$ cat config.mk
export PLATFORM = sky130hd
export DESIGN_NAME = bldc_hall_commutation_tracker_core_flat
export DESIGN_NICKNAME = d
export VERILOG_FILES = /design/src/rtl/core/bldc_hct_pkg.sv /design/src/rtl/core/bldc_hct_if.sv /design/src/rtl/core/bldc_hct_cell.sv /design/src/rtl/core/bldc_hct_commutator.sv /design/src/rtl/core/bldc_hct_skid.sv /design/src/rtl/core/bldc_hall_commutation_tracker_core.sv /design/src/flat_wrapper.sv
export SDC_FILE = /design/constraint.sdc
export NUM_CORES = 1
export LEC_CHECK = 0
export BUFFER_PORTS_ARGS = -buffer_cell sky130_fd_sc_hd__buf_2
export CORE_ASPECT_RATIO = 0.8
export CORE_MARGIN = 10
export CORE_UTILIZATION = 35
export DETAILED_ROUTE_END_ITERATION = 16
export PLACE_DENSITY_LB_ADDON = 0.05
export SLEW_MARGIN = 15
export SYNTH_ARGS = -nofsm -noshare
export SYNTH_HDL_FRONTEND = slang
export SYNTH_HIERARCHICAL = 1
export SYNTH_SLANG_ARGS = --single-unit
$ cat constraint.sdc
create_clock -name clock -period 10.9 [get_ports clock]
set_input_delay 2.18 -clock clock [delete_from_list [all_inputs] [get_ports clock]]
set_output_delay 2.18 -clock clock [all_outputs]
set_load 0.005 [all_outputs]
$ cat src/rtl/core/bldc_hct_pkg.sv
`timescale 1ns / 1ps
// Shared types, codes and lookup functions of the hall commutation tracker.
// No dependencies; every other file of the block refers to it by scoped names.

package bldc_hct_pkg;

   localparam int HISTORY_DEPTH = 6;
   localparam int POSITION_BITS = 32;
   localparam int PERIOD_BITS   = 16;
   localparam int PERIOD_MAX    = 65535;
   localparam int SUM_RESET     = PERIOD_MAX * HISTORY_DEPTH;
   localparam int SUM_BITS      = $clog2(SUM_RESET + 1);
   localparam int CMD_BITS      = 11;
   localparam int DUTY_BITS     = 10;
   localparam int DUTY_MAX      = 950;
   localparam int DUTY_MIN      = 1;
   localparam int TIMEOUT_PERIOD = 10000;

   // Request codes.
   localparam logic [1:0] REQ_HALL_EDGE = 2'd0;
   localparam logic [1:0] REQ_TIMEOUT   = 2'd1;
   localparam logic [1:0] REQ_CLEAR     = 2'd2;

   // Bridge leg codes.
   localparam logic [2:0] LEG_ENABLE = 3'd0;
   localparam logic [2:0] LEG_HIGH_Z = 3'd1;
   localparam logic [2:0] LEG_LOW    = 3'd2;
   localparam logic [2:0] LEG_RISE   = 3'd3;
   localparam logic [2:0] LEG_FALL   = 3'd4;
   localparam logic [2:0] LEG_HIGH   = 3'd5;

   typedef struct packed {
      logic [2:0] one;
      logic [2:0] two;
      logic [2:0] three;
   } legs_type;

   typedef struct packed {
      logic       event_en;
      logic       clear_en;
      logic [2:0] hall;
      logic       cw;
   } step_type;

   typedef struct packed {
      legs_type           legs;
      logic signed [31:0] position;
   } comm_result_type;

   typedef struct packed {
      legs_type                legs;
      logic signed [31:0]      rotor_position;
      logic [SUM_BITS-1:0]     six_period_sum;
      logic [PERIOD_BITS-1:0]  newest_period;
      logic [DUTY_BITS-1:0]    target_duty;
      logic                    turn_clockwise;
   } rsp_payload_type;

   function automatic logic [2:0] sector_of_hall(input logic [2:0] hall);
      logic [2:0] sec;
      case (hall)
         3'd0:    sec = 3'd0;
         3'd1:    sec = 3'd1;
         3'd2:    sec = 3'd5;
         3'd3:    sec = 3'd6;
         3'd4:    sec = 3'd3;
         3'd5:    sec = 3'd2;
         3'd6:    sec = 3'd4;
         default: sec = 3'd7;
      endcase
      return sec;
   endfunction

   // Rotating by five steps clockwise or one step otherwise, then mapping
   // back into 1..6; the subtraction of one is folded into the offset.
   function automatic logic [2:0] rotate_sector(input logic [2:0] sec, input logic cw);
      logic [3:0] t;
      t = {1'b0, sec} + (cw ? 4'd4 : 4'd0);
      if (t >= 4'd6) begin
         t = t - 4'd6;
      end
      return t[2:0] + 3'd1;
   endfunction

   function automatic legs_type leg_lookup(input logic [2:0] sec);
      legs_type l;
      case (sec)
         3'd1:    l = '{one: LEG_FALL,   two: LEG_LOW,    three: LEG_ENABLE};
         3'd2:    l = '{one: LEG_LOW,    two: LEG_RISE,   three: LEG_ENABLE};
         3'd3:    l = '{one: LEG_LOW,    two: LEG_ENABLE, three: LEG_FALL};
         3'd4:    l = '{one: LEG_RISE,   two: LEG_ENABLE, three: LEG_LOW};
         3'd5:    l = '{one: LEG_ENABLE, two: LEG_FALL,   three: LEG_LOW};
         3'd6:    l = '{one: LEG_ENABLE, two: LEG_LOW,    three: LEG_RISE};
         default: l = '{one: LEG_HIGH_Z, two: LEG_HIGH_Z, three: LEG_HIGH_Z};
      endcase
      return l;
   endfunction

endpackage

$ cat src/rtl/core/bldc_hct_if.sv
`timescale 1ns / 1ps
// Handshake channels of the hall commutation tracker: request and response.
// Depends on bldc_hct_pkg for widths.

interface bldc_hct_req_if;
   logic                                valid;
   logic                                ready;
   logic [1:0]                          req_type;
   logic [2:0]                          hall_state;
   logic [bldc_hct_pkg::PERIOD_BITS-1:0] captured_period;

   modport source (output valid, req_type, hall_state, captured_period, input ready);
   modport sink   (input valid, req_type, hall_state, captured_period, output ready);
endinterface

interface bldc_hct_rsp_if;
   logic                                valid;
   logic                                ready;
   logic [2:0]                          leg_one_state;
   logic [2:0]                          leg_two_state;
   logic [2:0]                          leg_three_state;
   logic signed [31:0]                  rotor_position;
   logic [bldc_hct_pkg::SUM_BITS-1:0]    six_period_sum;
   logic [bldc_hct_pkg::PERIOD_BITS-1:0] newest_period;
   logic [bldc_hct_pkg::DUTY_BITS-1:0]   target_duty;
   logic                                turn_clockwise;

   modport source (output valid, leg_one_state, leg_two_state, leg_three_state,
                   rotor_position, six_period_sum, newest_period, target_duty,
                   turn_clockwise, input ready);
   modport sink   (input valid, leg_one_state, leg_two_state, leg_three_state,
                   rotor_position, six_period_sum, newest_period, target_duty,
                   turn_clockwise, output ready);
endinterface

$ cat src/rtl/core/bldc_hct_cell.sv
`timescale 1ns / 1ps
// One cell of the period history chain: holds a period, passes it on when
// a beat shifts the chain, and adds its period to the running sum.
// Depends on bldc_hct_pkg.

module bldc_hct_cell (
   input  logic                                 clock,
   input  logic                                 reset,
   input  logic                                 shift_en,
   input  logic [bldc_hct_pkg::PERIOD_BITS-1:0] period_in,
   input  logic [bldc_hct_pkg::SUM_BITS-1:0]    sum_in,
   output logic [bldc_hct_pkg::PERIOD_BITS-1:0] period_out,
   output logic [bldc_hct_pkg::SUM_BITS-1:0]    sum_out
);

   logic [bldc_hct_pkg::PERIOD_BITS-1:0] period_ff;

   always_ff @(posedge clock) begin
      if (reset) begin
         period_ff <= '0;
      end else if (shift_en) begin
         period_ff <= period_in;
      end
   end

   assign period_out = period_ff;
   assign sum_out    = sum_in + bldc_hct_pkg::SUM_BITS'(period_ff);

endmodule

$ cat src/rtl/core/bldc_hct_commutator.sv
`timescale 1ns / 1ps
// Hall pattern tracking: previous pattern, rotor position and bridge legs.
// Gives the state after the current beat. Depends on bldc_hct_pkg.

module bldc_hct_commutator (
   input  logic                          clock,
   input  logic                          reset,
   input  bldc_hct_pkg::step_type        step,
   output bldc_hct_pkg::comm_result_type result
);

   localparam int PosBits = bldc_hct_pkg::POSITION_BITS;

   logic [2:0]                 prev_hall_ff;
   logic [PosBits-1:0]         position_ff;
   logic [PosBits-1:0]         position_in;
   bldc_hct_pkg::legs_type     legs_ff;
   bldc_hct_pkg::legs_type     legs_in;
   logic [2:0]                 sec_from;
   logic [2:0]                 sec_to;
   logic signed [4:0]          delta_raw;
   logic signed [4:0]          delta;

   assign sec_from  = bldc_hct_pkg::sector_of_hall(prev_hall_ff);
   assign sec_to    = bldc_hct_pkg::sector_of_hall(step.hall);
   assign delta_raw = $signed({2'b00, sec_to}) - $signed({2'b00, sec_from});

   // The shortest way around the six sectors.
   always_comb begin
      if (delta_raw < -5'sd3) begin
         delta = delta_raw + 5'sd6;
      end else if (delta_raw > 5'sd3) begin
         delta = delta_raw - 5'sd6;
      end else begin
         delta = delta_raw;
      end
   end

   always_comb begin
      position_in = position_ff;
      legs_in     = legs_ff;
      if (step.event_en) begin
         position_in = position_ff - PosBits'(delta);
         legs_in     = bldc_hct_pkg::leg_lookup(bldc_hct_pkg::rotate_sector(sec_to, step.cw));
      end else if (step.clear_en) begin
         position_in = '0;
      end
   end

   always_ff @(posedge clock) begin
      if (reset) begin
         prev_hall_ff <= '0;
         position_ff  <= '0;
         legs_ff      <= '{one: bldc_hct_pkg::LEG_LOW, two: bldc_hct_pkg::LEG_LOW,
                           three: bldc_hct_pkg::LEG_LOW};
      end else begin
         if (step.event_en) begin
            prev_hall_ff <= step.hall;
         end
         position_ff <= position_in;
         legs_ff     <= legs_in;
      end
   end

   assign result.legs     = legs_in;
   assign result.position = 32'($signed(position_in));

endmodule

$ cat src/rtl/core/bldc_hct_skid.sv
`timescale 1ns / 1ps
// Two-entry response buffer: an output register and a skid register, so a
// new beat is taken while the previous response still waits. Depends on bldc_hct_pkg.

module bldc_hct_skid (
   input  logic                          clock,
   input  logic                          reset,
   input  logic                          push_valid,
   output logic                          push_ready,
   input  bldc_hct_pkg::rsp_payload_type push_data,
   bldc_hct_rsp_if.source                rsp
);

   logic                          out_valid_ff;
   logic                          skid_valid_ff;
   bldc_hct_pkg::rsp_payload_type out_data_ff;
   bldc_hct_pkg::rsp_payload_type skid_data_ff;
   logic                          push;

   assign push_ready = !skid_valid_ff;
   assign push       = push_valid && push_ready;

   always_ff @(posedge clock) begin
      if (reset) begin
         out_valid_ff  <= 1'b0;
         skid_valid_ff <= 1'b0;
      end else if (!out_valid_ff || rsp.ready) begin
         if (skid_valid_ff) begin
            out_valid_ff  <= 1'b1;
            skid_valid_ff <= 1'b0;
         end else begin
            out_valid_ff <= push;
         end
      end else if (push) begin
         skid_valid_ff <= 1'b1;
      end
   end

   always_ff @(posedge clock) begin
      if (!out_valid_ff || rsp.ready) begin
         out_data_ff <= skid_valid_ff ? skid_data_ff : push_data;
      end else if (push) begin
         skid_data_ff <= push_data;
      end
   end

   assign rsp.valid           = out_valid_ff;
   assign rsp.leg_one_state   = out_data_ff.legs.one;
   assign rsp.leg_two_state   = out_data_ff.legs.two;
   assign rsp.leg_three_state = out_data_ff.legs.three;
   assign rsp.rotor_position  = out_data_ff.rotor_position;
   assign rsp.six_period_sum  = out_data_ff.six_period_sum;
   assign rsp.newest_period   = out_data_ff.newest_period;
   assign rsp.target_duty     = out_data_ff.target_duty;
   assign rsp.turn_clockwise  = out_data_ff.turn_clockwise;

endmodule

$ cat src/rtl/core/bldc_hall_commutation_tracker_core.sv
`timescale 1ns / 1ps
// Six-step hall commutation tracker, top level.
// Depends on bldc_hct_pkg, the channel interfaces, cell, commutator and skid.
//
// Usage:
//   The req channel carries one event per beat: a hall edge with its captured
//   period, a hall timeout (period 10000 enters the history) or a clear of the
//   rotor position. The rsp channel returns exactly one beat per request with
//   the bridge leg states, rotor position, the sum of the six periods held
//   before the event, the newest period, and the duty and direction taken
//   from the drive command written through csr_write_enable/csr_write_data.
//   Each response is registered in the output register, or in the skid
//   register while rsp stalls. Throughput is one beat per cycle unless rsp
//   stalls; the period history is a chain of six cells that shifts and
//   sums within the cycle, and the position adder sits in the same cycle.
//   Reset clears the drive command, position, hall memory and history, sets
//   the legs low and the period registers to their idle values, and empties
//   the response buffer.
//   When the receiver stalls, one more request is taken into the skid
//   register; then req.ready drops until the response is drained.

module bldc_hall_commutation_tracker_core (
   input  logic                               clock,
   input  logic                               reset,
   bldc_hct_req_if.sink                       req,
   bldc_hct_rsp_if.source                     rsp,
   input  logic                               csr_write_enable,
   input  logic [bldc_hct_pkg::CMD_BITS-1:0]  csr_write_data
);

   localparam int Depth    = bldc_hct_pkg::HISTORY_DEPTH;
   localparam int PerBits  = bldc_hct_pkg::PERIOD_BITS;
   localparam int SumBits  = bldc_hct_pkg::SUM_BITS;
   localparam int CmdBits  = bldc_hct_pkg::CMD_BITS;
   localparam int DutyBits = bldc_hct_pkg::DUTY_BITS;

   logic [CmdBits-1:0]            drive_command_ff;
   logic [SumBits-1:0]            period_sum_ff;
   logic [PerBits-1:0]            last_period_ff;
   logic                          accept;
   logic                          event_en;
   logic                          push_ready;
   logic [PerBits-1:0]            new_period;
   logic [PerBits-1:0]            hist_period [Depth];
   logic [SumBits-1:0]            sum_chain   [Depth+1];
   logic                          cw;
   logic [CmdBits-1:0]            cmd_mag;
   logic [DutyBits-1:0]           duty;
   bldc_hct_pkg::step_type        step;
   bldc_hct_pkg::comm_result_type comm;
   bldc_hct_pkg::rsp_payload_type result_in;

   assign req.ready = push_ready;
   assign accept    = req.valid && push_ready;
   assign event_en  = accept && (req.req_type == bldc_hct_pkg::REQ_HALL_EDGE ||
                                 req.req_type == bldc_hct_pkg::REQ_TIMEOUT);
   assign new_period = (req.req_type == bldc_hct_pkg::REQ_TIMEOUT) ?
                       PerBits'(bldc_hct_pkg::TIMEOUT_PERIOD) : req.captured_period;

   // Direction and clamped duty from the drive command.
   assign cw      = drive_command_ff[CmdBits-1];
   assign cmd_mag = cw ? (CmdBits'(0) - drive_command_ff) : drive_command_ff;

   always_comb begin
      if (cmd_mag > CmdBits'(bldc_hct_pkg::DUTY_MAX)) begin
         duty = DutyBits'(bldc_hct_pkg::DUTY_MAX);
      end else if (cmd_mag < CmdBits'(bldc_hct_pkg::DUTY_MIN)) begin
         duty = DutyBits'(bldc_hct_pkg::DUTY_MIN);
      end else begin
         duty = cmd_mag[DutyBits-1:0];
      end
   end

   always_ff @(posedge clock) begin
      if (reset) begin
         drive_command_ff <= '0;
      end else if (csr_write_enable) begin
         drive_command_ff <= csr_write_data;
      end
   end

   // Period history: the running sum passes through all cells before they shift.
   assign sum_chain[0] = '0;

   genvar gi;
   generate
      for (gi = 0; gi < Depth; gi++) begin : g_cell
         bldc_hct_cell u_cell (
            .clock      (clock),
            .reset      (reset),
            .shift_en   (event_en),
            .period_in  ((gi == 0) ? new_period : hist_period[(gi == 0) ? 0 : gi-1]),
            .sum_in     (sum_chain[gi]),
            .period_out (hist_period[gi]),
            .sum_out    (sum_chain[gi+1])
         );
      end
   endgenerate

   always_ff @(posedge clock) begin
      if (reset) begin
         period_sum_ff  <= SumBits'(bldc_hct_pkg::SUM_RESET);
         last_period_ff <= PerBits'(bldc_hct_pkg::PERIOD_MAX);
      end else if (event_en) begin
         period_sum_ff  <= sum_chain[Depth];
         last_period_ff <= new_period;
      end
   end

   assign step.event_en = event_en;
   assign step.clear_en = accept && (req.req_type == bldc_hct_pkg::REQ_CLEAR);
   assign step.hall     = req.hall_state;
   assign step.cw       = cw;

   bldc_hct_commutator u_commutator (
      .clock  (clock),
      .reset  (reset),
      .step   (step),
      .result (comm)
   );

   assign result_in.legs           = comm.legs;
   assign result_in.rotor_position = comm.position;
   assign result_in.six_period_sum = event_en ? sum_chain[Depth] : period_sum_ff;
   assign result_in.newest_period  = event_en ? new_period : last_period_ff;
   assign result_in.target_duty    = duty;
   assign result_in.turn_clockwise = cw;

   bldc_hct_skid u_skid (
      .clock      (clock),
      .reset      (reset),
      .push_valid (req.valid),
      .push_ready (push_ready),
      .push_data  (result_in),
      .rsp        (rsp)
   );

endmodule

$ cat src/flat_wrapper.sv
// flat-port wrapper written by rule: the top's interface ports become plain ports
module bldc_hall_commutation_tracker_core_flat 
  (clock, reset, csr_write_enable, csr_write_data, req_valid, req_req_type, req_hall_state, req_captured_period, req_ready, rsp_valid, rsp_leg_one_state, rsp_leg_two_state, rsp_leg_three_state, rsp_rotor_position, rsp_six_period_sum, rsp_newest_period, rsp_target_duty, rsp_turn_clockwise, rsp_ready);
  bldc_hct_req_if req_i ();
  bldc_hct_rsp_if rsp_i ();
  input  logic clock;
  input  logic reset;
  input  logic csr_write_enable;
  input  logic [bldc_hct_pkg::CMD_BITS-1:0] csr_write_data;
  input wire logic [$bits(req_i.valid)-1:0] req_valid;
  input wire logic [$bits(req_i.req_type)-1:0] req_req_type;
  input wire logic [$bits(req_i.hall_state)-1:0] req_hall_state;
  input wire logic [$bits(req_i.captured_period)-1:0] req_captured_period;
  output wire logic [$bits(req_i.ready)-1:0] req_ready;
  output wire logic [$bits(rsp_i.valid)-1:0] rsp_valid;
  output wire logic [$bits(rsp_i.leg_one_state)-1:0] rsp_leg_one_state;
  output wire logic [$bits(rsp_i.leg_two_state)-1:0] rsp_leg_two_state;
  output wire logic [$bits(rsp_i.leg_three_state)-1:0] rsp_leg_three_state;
  output wire logic [$bits(rsp_i.rotor_position)-1:0] rsp_rotor_position;
  output wire logic [$bits(rsp_i.six_period_sum)-1:0] rsp_six_period_sum;
  output wire logic [$bits(rsp_i.newest_period)-1:0] rsp_newest_period;
  output wire logic [$bits(rsp_i.target_duty)-1:0] rsp_target_duty;
  output wire logic [$bits(rsp_i.turn_clockwise)-1:0] rsp_turn_clockwise;
  input wire logic [$bits(rsp_i.ready)-1:0] rsp_ready;
  assign req_i.valid = req_valid;
  assign req_i.req_type = req_req_type;
  assign req_i.hall_state = req_hall_state;
  assign req_i.captured_period = req_captured_period;
  assign req_ready = req_i.ready;
  assign rsp_valid = rsp_i.valid;
  assign rsp_leg_one_state = rsp_i.leg_one_state;
  assign rsp_leg_two_state = rsp_i.leg_two_state;
  assign rsp_leg_three_state = rsp_i.leg_three_state;
  assign rsp_rotor_position = rsp_i.rotor_position;
  assign rsp_six_period_sum = rsp_i.six_period_sum;
  assign rsp_newest_period = rsp_i.newest_period;
  assign rsp_target_duty = rsp_i.target_duty;
  assign rsp_turn_clockwise = rsp_i.turn_clockwise;
  assign rsp_i.ready = rsp_ready;
  bldc_hall_commutation_tracker_core u_core (.clock(clock), .reset(reset), .req(req_i), .rsp(rsp_i), .csr_write_enable(csr_write_enable), .csr_write_data(csr_write_data));
endmodule
[Word level (Yosys, flattened, before mapping)]
Index checks and enable logic that the tools add are counted.
Storage, ports and cells
  register bits after elaboration: 362
  logic and storage cells: 102
  bits of input ports: 37
Operators by class
  add/sub/neg operators: 13
  magnitude comparators: 5
  multiplexer cells: 19
  reduce and logical (&&, ||, !) cells: 12
  bitwise gates (word level): 1
  eq/ne operators: 20
Operator list (number)
  2-to-1 mux 87 bit: 1
  adder 19 x 16 -> 19 bit: 4
  2-to-1 mux 32 bit: 2
  one-hot mux 9 bit (6 select lines): 1
  one-hot mux 3 bit (7 select lines): 2
  2-to-1 mux 16 bit: 2
  subtractor 32 bit: 1
  == test 3 bit (second input constant): 9
  2-to-1 mux 10 bit: 2
  2-to-1 mux 19 bit: 1
  == test 3 x 2 -> 1 bit (second input constant): 6
  adder 16 x 16 -> 17 bit: 1
  > comparator 11 x 10 -> 1 bit (second input constant): 1
  less-than comparator 11 x 1 -> 1 bit (second input constant): 1
  2-to-1 mux 11 bit: 1
  subtractor 1 x 11 -> 11 bit (first input constant): 1
  2-to-1 mux 5 bit: 2
  == test 3 x 1 -> 1 bit (second input constant): 3
  2-to-1 mux 3 bit: 3
  2-to-1 mux 9 bit: 1
  logical NOT 3 bit: 2
  adder 5 x 4 -> 5 bit (second input constant): 1
  > comparator 5 x 3 -> 1 bit (second input constant): 1
  less-than comparator 5 x 3 -> 1 bit (second input constant): 1
  other kinds (16): 20

[Logic depth before layout (Yosys ltp)]
  word-level depth: 11
  gate-level depth with buffers: 42

[Hierarchy]
The synthesis kept the hierarchy.
By module, submodules not included
  bldc_hct_skid: cells an instance 279, instances 1, seq. area each 5265.0 µm², area an instance 6794.0 µm²
  bldc_hct_cell (u_core.g_cell[2].u_cell ...): cells an instance 172, instances 4, seq. area each 320.3 µm², area an instance 1407.6 µm²
  bldc_hct_commutator: cells an instance 567, instances 1, seq. area each 880.8 µm², area an instance 4135.2 µm²
  bldc_hct_cell (u_core.g_cell[0].u_cell ...): cells an instance 188, instances 2, seq. area each 320.3 µm², area an instance 1517.7 µm²
  bldc_hall_commutation_tracker_core: cells an instance 326, instances 1, seq. area each 920.9 µm², area an instance 2426.1 µm²

[Worst setup path after synthesis]
Ideal clock, no wire load.
  kind: input to register
  start: in rsp_ready
  end: reg u_core/u_skid/skid_data_ff[0] in the netlist's numbering, enable pin
  arrival time: 10.828 ns
  path buffers: 0
  stages: 2
  slack: -0.585 ns
  data required time: 10.243 ns
  cell sequence: nand2b_1 -> nor3b_1
Between the ends
  longest elaborated chain between the ends: 3
RTL lines
  start, declared: line flat_wrapper.sv:24  | input wire logic [$bits(rsp_i.ready)-1:0] rsp_ready;
  logical OR 1 bit: line bldc_hct_skid.sv:40  | if (!out_valid_ff || rsp.ready) begin
  NOT 1 bit (no line)
  AND reduction 2 bit (no line)
  end signal, assigned: line bldc_hct_skid.sv:43  | skid_data_ff <= push_data;
  end, declared: line bldc_hct_skid.sv:17  | bldc_hct_pkg::rsp_payload_type skid_data_ff;
No other way between the ends.
A chain may end at the register's enable or synchronous reset.

==> reports/metrics.yaml <==
worst_hold_path:
  hold_depth: 2
  min_from: "u_core/g_cell[5].u_cell/period_out[6]"
  hold_class: "flip-flop to flip-flop"
timing:
  max_freq_mhz: 125
  max_slew_margin_pct: 27.8
  hold_violations: 0
  drv_slew: 0
  fin_hold_ws_ps: 497
  fin_worst_skew_ps: 25.3
  setup_viol: 0
  rsz0062_at_grt: "false"
  fin_crit_ps: 8030
  setup_tns_ps: 0
  worst_pin_slew_ps: 1080
  finalCritPeriodShare_pct: 73.6
logic_synthesis:
  synth_edf_count: 174
  synthFlopType: "dfxtp_1"
  synth_seq_cells: 362
  synth_top_area_share_pct: 23.7
  ys_types: 98
  avgSynthCellArea_sq_um: 9.85
  synthCells: 2236
  yosys.area.top_type: "edfxtp_1"
  synthArstFlopShare_pct: 0
  synthTopCellsByArea: "edfxtp_1, dfxtp_1, ha_1"
  syn-cell-area_sq_um: 22000
  yosysSeqAreaShare_pct: 40.8
  synth_warnings: 6
die:
  die_w_um: 300
  fp.dieH_um: 244
  dieArea_sq_um: 73400
  core_sq_um: 62500
  ios: 126
  start_util_pct: 35.2
  core.rowCount: 82
global_route:
  globalRouteOverflowTotal: 0
  grt_first_pass_wirelength_um: 96900
  grt_use_total_pct: 16.3
  antenna_found_initial: 3
  grt_max_degree: 65
  grt_pass1_vias: 16635
clock_network:
  clkLatencyLatePin_ps: 570
  post-cts-setup-buffer-count: 0
  hold_buffers: 0
  cts-root-buf: "clkbuf_16"
  clock_path_buffers: 3
  cts_tree: "done"
  cts_buffers: 42
  htreeDepth: 2
  cts_resized: 0
  clk_pin_slew_ps: 60
  cts.sinks: 362
placed_design:
  portBuffers: 125
  dpl.hpwl_um: 44500
  dp_cells: 3130
  gp_congestion: 0.849
  placed_area_sq_um: 23300
pwr:
  ir_worst_vdd_mv: 0.130
  cellPowerDensity_nw_per_um2: 176
  leakage_uw: 0.0101
final_layout:
  drive_gt1_share_pct: 16.9
  instances_no_fill: 3209
  fillCellCount: 6219
  syn_to_final_growth_pct: 12.7
  design_area_sq_um: 24800
  layout.nets: 2490
drt:
  wl_per_cell_um: 19.3
  drt-total-wl_um: 61900
  detail_route.first_pass.iterations: 5
  ant_nets: 0
  routed_via_density: 5.30
  via_count: 17016
  drtIter0Drc: 1001
  drc_errors: 0
worst_setup_path:
  cp.required_ps: 11220
  cp_slowest_cell: "fa_1"
  crit_start: "u_core/g_cell[0].u_cell/period_out[1]"
  cp.arrival_ps: 8340
  worst-path-max-fanout: 6
  cp_common_cell: "a21oi_1"
  r2r_cells: 37
  crit_path_start_kind: "flip-flop"
  r2r_start: "u_core/g_cell[0].u_cell/period_out[1]"
  critical_path_class: "flip-flop to flip-flop"
  cpPeakStageDelay_ps: 470
  crit_path_end_kind: "flip-flop"
flow_run:
  maxCapViolCount: 0
outcome:
  status: "complete, no violations"
## logic make-up after synthesis
family                     share of synthesized area [%]
and+or+nand+nor                                     18.3
AOI/OAI and AO/OA                                   14.2
DFF                                                 40.8
muxes                                               11.2
buffers and inverters                               3.98
adders and majority gates                           7.07
xor gates and xnor gates                            4.37
other                                             0.0170
## cell usage after synthesis (15+ instances only)
master / instances
xnor2_1: 67
o21a_1: 26
dfxtp_1: 188
o21ai_0: 79
a32o_1: 16
nand3_1: 38
inv_1: 67
mux2_4: 87
a21o_1: 22
a31oi_1: 15
nand4_1: 25
nand2_1: 220
mux2i_1: 112
and2_1: 30
buf_2: 16
nor2b_1: 36
a211oi_1: 17
a21oi_1: 121
o211ai_1: 22
edfxtp_1: 174
xor2_1: 41
nor4_1: 23
or3_1: 19
nand2b_1: 15
nor2_1: 231
and3_1: 21
nor3_1: 43
ha_1: 110
or2_2: 37
clkbuf_1: 72
## placed cells by master (no fill, tap or decap), drive strengths merged, types with 26 or more instances in the layout
cell,instances
nor2,231
nand2,220
dfxtp,188
edfxtp,174
buf,143
a21oi,122
mux2i,112
ha,110
mux2,91
o21ai,91
inv,71
xnor2,67
clkbuf,53
nor3,44
xor2,42
or2,39
nand3,38
nor2b,36
and2,34
o21a,26
## critical path: cells and delay by family, from the launching register on
family / cells / cell delay [ps]
compound gates: 13 / 2590
simple gates: 10 / 1270
flops: 1 / 380
mux: 1 / 270
fa+ha+maj: 6 / 2400
buf+inv: 3 / 220
xor+xnor: 4 / 640
## through the flow
stage | utilization (%) | power (uW) | setup WS [ps]
finish | 39.7 | 4360 | 2870
global route | 39.7 | 4620 | 2370
CTS | 39.7 | 4420 | 2940
detailed placement | 37.4 | 2860 | 2980
global placement | 37.4 | 2850 | 3110
floorplan | - | 2510 | 354
## layer usage
layer,global-route usage (%),part of all wire (%)
met2,23.8,41
met5,0,0
met1,24.2,52
met3,3.42,5.5
met4,3.60,1.6
## flip-flops by register name (all words and copies together) (netlist names), 9 cells and up
register and count:
u_core/drive_command_ff 11, u_core/g_cell.u_cell/period_out 96, u_core/last_period_ff 16, u_core/period_sum_ff 19, u_core/u_commutator/legs_ff 9, u_core/u_commutator/position_ff 32, u_core/u_skid/rsp.newest_period 16, u_core/u_skid/rsp.rotor_position 32
u_core/u_skid/rsp.six_period_sum 19, u_core/u_skid/rsp.target_duty 10, u_core/u_skid/skid_data_ff 87
## final timing paths
check,end,slack [ps]
max,u_core/u_skid/rsp.six_period_sum[17],2870
min,u_core/g_cell[5].u_cell/period_out[6],500
max reg2reg,u_core/u_skid/rsp.six_period_sum[17],2870
min reg2reg,u_core/g_cell[5].u_cell/period_out[6],500
## layout make-up
| type | instances | area, sq um | share of cell area [%] |
|---|---|---|---|
| multi-input combinational | 1716 | 12300 | 49.4 |
| sequential | 362 | 8990 | 36.2 |
| clock buffer | 53 | 1160 | 4.69 |
| tap | 840 | 1050 | 4.23 |
| timing repair buffer | 143 | 763 | 3.07 |
| clock inverter | 25 | 320 | 1.29 |
| inverter | 69 | 264 | 1.06 |
| antenna | 1 | 2.50 | 0.0101 |
## report_power, final
part	switching, uW	internal, uW	total [uW]
sequential	91.5	1570	1670
combinational	683	492	1180
clock	611	907	1520
total	1390	2970	4360
(Power assumes the default switching activity.)
